**src/bmd_pkg.sv**
```systemverilog
// Shared types, opcodes and constants for the byte micro-program decryptor.
// Used by bmd_cfg_regs, bmd_cell and byte_microprogram_decryptor_unit.
// No dependencies.
`default_nettype none

package bmd_pkg;

    localparam int PROG_LEN_DEF = 36;
    localparam int STORE_BYTES  = 40;
    localparam int STORE_BITS   = STORE_BYTES * 8;
    localparam int CFG_BITS     = 296;

    localparam logic [7:0] OP_SKIP2   = 8'heb;
    localparam logic [7:0] OP_SKIP1   = 8'h0a;
    localparam logic [7:0] OP_NOP     = 8'h90;
    localparam logic [7:0] OP_CLC     = 8'hf8;
    localparam logic [7:0] OP_STC     = 8'hf9;
    localparam logic [7:0] OP_ADD_KEY = 8'h02;
    localparam logic [7:0] OP_SUB_KEY = 8'h2a;
    localparam logic [7:0] OP_XOR_KEY = 8'h32;
    localparam logic [7:0] OP_ADD_IMM = 8'h04;
    localparam logic [7:0] OP_SUB_IMM = 8'h2c;
    localparam logic [7:0] OP_XOR_IMM = 8'h34;
    localparam logic [7:0] OP_INC_DEC = 8'hfe;
    localparam logic [7:0] OP_ROTATE  = 8'hc0;
    localparam logic [7:0] MOD_UP     = 8'hc0;
    localparam logic [7:0] TERMINATOR = 8'haa;

    localparam logic [2:0] CFG_PROG_0 = 3'd0;
    localparam logic [2:0] CFG_PROG_1 = 3'd1;
    localparam logic [2:0] CFG_PROG_2 = 3'd2;
    localparam logic [2:0] CFG_PROG_3 = 3'd3;
    localparam logic [2:0] CFG_PROG_4 = 3'd4;

    localparam logic [1:0] ERR_OK     = 2'd0;
    localparam logic [1:0] ERR_OPCODE = 2'd1;
    localparam logic [1:0] ERR_LENGTH = 2'd2;

    typedef struct packed {
        logic [7:0] acc;
        logic [1:0] skip;
        logic       halt;
    } t_cell_state;

endpackage

`default_nettype wire

```
**src/bmd_cell.sv**
```systemverilog
// One cell of the decryptor chain: executes the opcode at its program position
// when the cursor lands there, otherwise counts down pending operand bytes.
// Depends on bmd_pkg.
`default_nettype none

module bmd_cell
    import bmd_pkg::*;
(
    input  wire logic        i_clk,
    input  wire logic        i_rst_n,
    input  wire logic        i_en,
    input  wire logic        i_valid,
    input  wire t_cell_state i_state,
    input  wire logic [7:0]  i_key,
    input  wire logic [7:0]  i_op,
    input  wire logic [7:0]  i_arg1,
    input  wire logic [7:0]  i_arg2,
    output logic             o_valid,
    output t_cell_state      o_state,
    output logic [7:0]       o_key
);

    logic        r_valid;
    t_cell_state r_state;
    logic [7:0]  r_key;
    t_cell_state n_state;
    logic [15:0] w_rot;
    logic [2:0]  w_amt;

    assign w_amt = i_arg2[2:0];

    always_comb begin
        n_state = i_state;
        w_rot   = '0;
        if (!i_state.halt && i_state.skip == 2'd0) begin
            case (i_op) inside
                OP_SKIP2: n_state.skip = 2'd2;
                OP_SKIP1: n_state.skip = 2'd1;
                OP_NOP, OP_CLC, OP_STC: ;
                OP_ADD_KEY: begin
                    n_state.acc  = i_state.acc + i_key;
                    n_state.skip = 2'd1;
                end
                OP_SUB_KEY: begin
                    n_state.acc  = i_state.acc - i_key;
                    n_state.skip = 2'd1;
                end
                OP_XOR_KEY: begin
                    n_state.acc  = i_state.acc ^ i_key;
                    n_state.skip = 2'd1;
                end
                OP_ADD_IMM: begin
                    n_state.acc  = i_state.acc + i_arg1;
                    n_state.skip = 2'd1;
                end
                OP_SUB_IMM: begin
                    n_state.acc  = i_state.acc - i_arg1;
                    n_state.skip = 2'd1;
                end
                OP_XOR_IMM: begin
                    n_state.acc  = i_state.acc ^ i_arg1;
                    n_state.skip = 2'd1;
                end
                OP_INC_DEC: begin
                    n_state.acc  = (i_arg1 == MOD_UP) ? i_state.acc + 8'd1
                                                      : i_state.acc - 8'd1;
                    n_state.skip = 2'd1;
                end
                OP_ROTATE: begin
                    if (i_arg1 == MOD_UP) begin
                        w_rot       = {i_state.acc, i_state.acc} << w_amt;
                        n_state.acc = w_rot[15:8];
                    end else begin
                        w_rot       = {i_state.acc, i_state.acc} >> w_amt;
                        n_state.acc = w_rot[7:0];
                    end
                    n_state.skip = 2'd2;
                end
                default: n_state.halt = 1'b1;
            endcase
        end else if (!i_state.halt) begin
            n_state.skip = i_state.skip - 2'd1;
        end
    end

    always_ff @(posedge i_clk) begin
        if (!i_rst_n) begin
            r_valid <= 1'b0;
        end else if (i_en) begin
            r_valid <= i_valid;
        end
    end

    always_ff @(posedge i_clk) begin
        if (i_en) begin
            r_state <= n_state;
            r_key   <= i_key;
        end
    end

    assign o_valid = r_valid;
    assign o_state = r_state;
    assign o_key   = r_key;

endmodule

`default_nettype wire

```
**config.mk**
```make
export PLATFORM = sky130hd
export DESIGN_NAME = bmd_cell
export DESIGN_NICKNAME = d
export VERILOG_FILES = /design/src/bmd_pkg.sv /design/src/bmd_cell.sv
export SDC_FILE = /design/constraint.sdc
export NUM_CORES = 1
export LEC_CHECK = 0
export BUFFER_PORTS_ARGS = -buffer_cell sky130_fd_sc_hd__buf_2
export CAP_MARGIN = 10
export CORE_MARGIN = 3
export CORE_UTILIZATION = 60
export DETAILED_ROUTE_END_ITERATION = 10
export PLACE_DENSITY = 0.85
export SLEW_MARGIN = 15
export SYNTH_ARGS = -nofsm -noshare
export SYNTH_HDL_FRONTEND = slang
export SYNTH_SLANG_ARGS = --single-unit
```
**constraint.sdc**
```tcl
create_clock -name i_clk -period 10.9 [get_ports i_clk]
set_clock_uncertainty 0.1 [all_clocks]
set_input_delay 2.18 -clock i_clk [delete_from_list [all_inputs] [get_ports i_clk]]
set_output_delay 2.18 -clock i_clk [all_outputs]
set_load 0.03 [all_outputs]
```
== Yosys cells after proc, flatten, opt, wreduce, memory -nomap -nowiden ==
Index checks and enable logic that the tools add are counted.
Word-level totals
  register bits after elaboration: 20
  bits in latches: 0
  memory bits (writable): 0
  memory bits (read-only): 0
  input bits: 47
  word-level logic and storage cells: 73
  memories: 0
Operators by class
  add/sub/neg operators: 7
  multiply operators: 0
  divide/modulo/power cells: 0
  magnitude comparators: 0
  equality and inequality tests: 14
  shift-type cells: 2
  muxes and demuxes: 39
  bitwise logic cells: 2
  reductions and logical operators: 4
Operators with widths (number)
  two-way mux 8 bit: 14
  equality test 8 bit (second input constant): 7
  equality test 8 x 6 -> 1 bit (second input constant): 4
  two-way mux 2 bit: 13
  adder 8 bit: 2
  << shifter 16 x 3 -> 16 bit: 1
  right shift 16 x 3 -> 8 bit: 1
  subtractor 8 bit: 2
  bitwise XOR 8 bit: 2
  two-way mux 1 bit: 12
  adder 8 x 1 -> 8 bit (second input constant): 1
  equality test 8 x 2 -> 1 bit (second input constant): 1
  equality test 8 x 3 -> 1 bit (second input constant): 1
  equality test 8 x 4 -> 1 bit (second input constant): 1
  subtractor 8 x 1 -> 8 bit (second input constant): 1
  OR reduction 3 bit: 1
  logical NOT 2 bit: 1
  subtractor 2 x 1 -> 2 bit (second input constant): 1
  logical AND 1 bit: 1
  logical NOT 1 bit: 1

== Longest topological paths before layout ==
  depth after elaboration: 14
  depth in mapped cells: 11

== Least setup slack after synthesis ==
OpenSTA, ideal clock, no wires.
  path type: input port to flip-flop
  start: input port i_arg1[2]
  end: register r_state (netlist bit o_state[9]) (data pin)
  arrival time: 4.584 ns
  path slack: 5.954 ns
  stages: 11
  cells stage by stage: or4b_4 > nor2_4 > inv_2 > fa_1 > a211oi_1 > o21bai_1 > a21oi_1 > xor2_1 > nand2_1 > a311oi_1 > nor3_1
RTL lines
  start, declared: line bmd_cell.sv:16  | input wire logic [7:0] i_arg1,
  end signal, assigned: line bmd_cell.sv:96  | r_state <= n_state;
  end, declared: line bmd_cell.sv:24  | t_cell_state r_state;

==> metrics.md <==
| Metric | Value |
|---|---|
| Final period util | `50.3%` |
| Hold violation count in the final report | `0` |
| Final WS setup | `5420 ps` |
| Top cells by area, synth | `edfxtp_1 (15%), ha_1 (12%), mux4_2 (6.5%)` |
| FF/Latch Area | `591 um^2` |
| Yosys top cell area share | `14.9%` |
| CTS Buffer Depth | `2` |
| RSZ-0062 raised after global routing | `false` |
| Num CTS Buffers | `3` |
| EDFF count, synth | `19` |
| I/O pin total | `67` |
| Max VDD drop | `0.0000910 V` |
| Synth Area in Compound Gates | `25.4%` |
| # hold bufs at CTS | `0` |
| Post-synth top area cell | `edfxtp_1` |
| Buffers and inverters on the worst path | `2` |
| Die area | `7360 um^2` |
| Synthesis warning total | `0` |
| Post-synthesis register bit count | `20` |
| Placer Congestion | `1.01` |
| Slew margin rel. | `35.0%` |
| Status | `completed` |
| Setup crit end kind | `flop` |
| Most frequent cell after synthesis | `ha_1` |
| Fraction of layout cells with a size suffix above 1 | `21.2%` |
| R2R Setup Slk | `10,160 ps` |
| CTS-repair resized insts | `0` |
| Worst reg2reg startpoint | `o_valid$_SDFFE_PN0P_` |
| Setup violators final | `0` |
| Min-Delay Path Class | `reg -> reg` |
| Postcts setup bufs | `0` |
| Layout Nets | `570` |
| Post-DRT Antenna Nets | `0` |
| H-tree Lvls | `1` |
| Std cell rows | `28` |
| Multi-input combinational cell area | `2980 um^2` |
| Main flop type after synthesis | `edfxtp_1` |
| Worst-margin pin slew | `967 ps` |
| Power Total | `323 uW` |
| Total gr overflow | `0` |
| DR vias/cell | `6.96` |
| PwrDens | `77.3 nW/um^2` |
| Max stage delay on crit path | `650 ps` |
| Post-Synth XOR/XNOR Area | `5.28%` |
| Die Ht | `85.8 um` |
| First-pass GRT wire length | `17,400 um` |
| Final Util | `69.3%` |
| Die width | `85.8 um` |
| Initial antenna violation count | `0` |
| Peak Freq | `183 MHz` |
| CTS tree | `done` |
| Min-delay src | `o_valid$_SDFFE_PN0P_` |
| Crit path time final | `5480 ps` |
| Worst r2r dst | `o_valid$_SDFFE_PN0P_` |
| Via count | `3,868` |
| Clock transition at the registers of the reported paths | `80 ps` |
| Asr flop ratio synth | `0%` |
| Commonest cells in the netlist | `ha_1 (36), a21oi_1 (31), inv_1 (31)` |
| CP max-delay cell | `a2111oi_0` |
| Mapped Avg Cell Area | `8.66 um^2` |
| Largest family of logic cells by synthesized area | `compound AO/OA/AOI/OAI gates` |
| Drt pass-1 iters | `8` |
| Unique masters post-synth | `74` |
| Largest net degree at the start of global routing | `21` |
| Starting density of the core | `63.4%` |
| Core ar. | `6030 um^2` |
| Syn Inst Count | `441` |
| Wirelength per Cell | `19.3 um` |
| DRT iter0 DRCs | `328` |
| Cell family with most CP delay | `simple AND/OR/NAND/NOR gates` |
| Clk_lat worst skew | `260 ps` |
| Area growth from synthesis to layout | `9.37%` |
| Critical Path Source Type | `primary input` |
| Final Routed Wirelength | `10,700 um` |
| Antenna diode instance count | `0` |
| Critical Path RT | `10,780 ps` |
| Hold endpoint | `o_valid$_SDFFE_PN0P_` |
| CTS sink count | `20` |
| TNS Setup | `0 ps` |
| CP Cell Sequence | `buf_2 > or4b_4 > nor2_4 > inv_2 > ha_1 > or2_2 > a21oi_1 > a31oi_1 > xnor2_1 > a221oi_1 > a2111oi_0 > nor3_1` |
| Adder-Cell Fraction of Synth Area | `14.4%` |
| Number of port buffers | `61` |
| Dpl ws | `5260 ps` |
| Post-synthesis mux area share | `13.6%` |
| CP max FO | `14` |
| Crit path arrival time | `5360 ps` |
| Total track usage | `28.9%` |
| Synthesized cell area | `3820 um^2` |
| Simple-gate area share of the yosys netlist | `19.5%` |
| CP Class | `in -> reg` |
| Pleak | `0.00176 uW` |
| CTS root buf | `clkbuf_8` |
| Pins over their slew limit | `0` |
| Max cap viols | `0` |
| HPWL Detailed | `7970 um` |
| Hold Crit Depth | `2` |
| Syn Nets | `529` |
| Sequential share of the synthesized area | `15.5%` |
| Worst Reg-to-Reg Cells | `2` |
| Vias in the first global route | `3,639` |
| Fill count | `494` |
| Residual DRC count | `0` |
-- worst register-to-register path: cells and delay by family, from the launching register on --
| kind | cells | cell delay (ps) |
|---|---|---|
| multiplexers | 1 | 150 |
| AND/OR/NAND/NOR | 1 | 70 |
| flip-flops | 1 | 310 |
-- kinds of logic (layout without fill, tap and decap cells) --
| kind of cell | Yosys count | after routing |
|---|---|---|
| compound gates | 137 | 137 |
| buf+inv | 59 | 99 |
| simple gates | 130 | 130 |
| flops | 20 | 20 |
| mux | 31 | 31 |
| xor+xnor | 23 | 23 |
| fa+ha+maj | 41 | 41 |
-- where the power goes --
group | total (uW) | internal [uW] | leakage [uW] | switching (uW)
registers | 93.0 | 91.6 | 0.000194 | 1.41
logic | 155 | 62.1 | 0.00153 | 92.7
clock network | 75.2 | 49.0 | 0.0000357 | 26.2
total | 323 | 203 | 0.00176 | 120
-- final cells by class --
type / count / area share [%]
clock buffer: 3 / 0.989
timing repair buffer: 62 / 7.49
tap: 75 / 2.25
sequential: 20 / 14.1
inverter: 33 / 2.97
clock inverter: 1 / 0.719
multi-input combinational: 362 / 71.4
-- state kept, by name, summed over array words and instances, names as in the netlist --
register and count:
o_key 8, o_valid 1, o_state 11
-- layout by cell type (no fill, tap or decap), types with 6 or more instances in the layout --
cell	n
buf_2	61
ha_1	36
inv_1	31
a21oi_1	31
nor2_1	30
nand2_1	26
o21ai_0	20
edfxtp_1	19
xnor2_1	17
nor3_1	11
mux4_2	11
mux2i_1	10
nor2b_1	10
a31oi_1	8
a21o_1	8
o31ai_1	7
or2_2	6
xor2_1	6
a211oi_1	6
mux2_2	6
o211ai_1	6
nand2b_1	6
-- per-layer routing --
layer	share of wire [%]	routed length, um	global-route usage (%)
met1	40	4310	37.5
met2	49	5210	50.0
met3	7.9	844	3.55
met4	3.3	350	9.64
met5	0	0	0
-- through the flow --
step           cells  cell area (um^2)  hold slack [ps]
2_1_floorplan    441              3820              540
3_3_place_gp     552              4110              392
3_5_place_dp     552              4110              445
4_1_cts          556              4180              466
5_1_grt          556              4180              512
6_report         556              4180              458
-- worst max path at each step --
stage / start / to / slack, ps / cells after the start
3_3_place_gp: i_arg1[2] / o_state[10]$_DFFE_PP_ / 5250 / 12
6_report: i_arg1[1] / o_state[10]$_DFFE_PP_ / 5420 / 12
3_5_place_dp: i_arg1[2] / o_state[10]$_DFFE_PP_ / 5260 / 12
5_1_grt: i_arg1[2] / o_state[10]$_DFFE_PP_ / 5340 / 12
2_1_floorplan: i_arg1[2] / o_state[9]$_DFFE_PP_ / 5950 / 11
4_1_cts: i_arg1[2] / o_state[10]$_DFFE_PP_ / 5540 / 12
(Power assumes the default switching activity.)
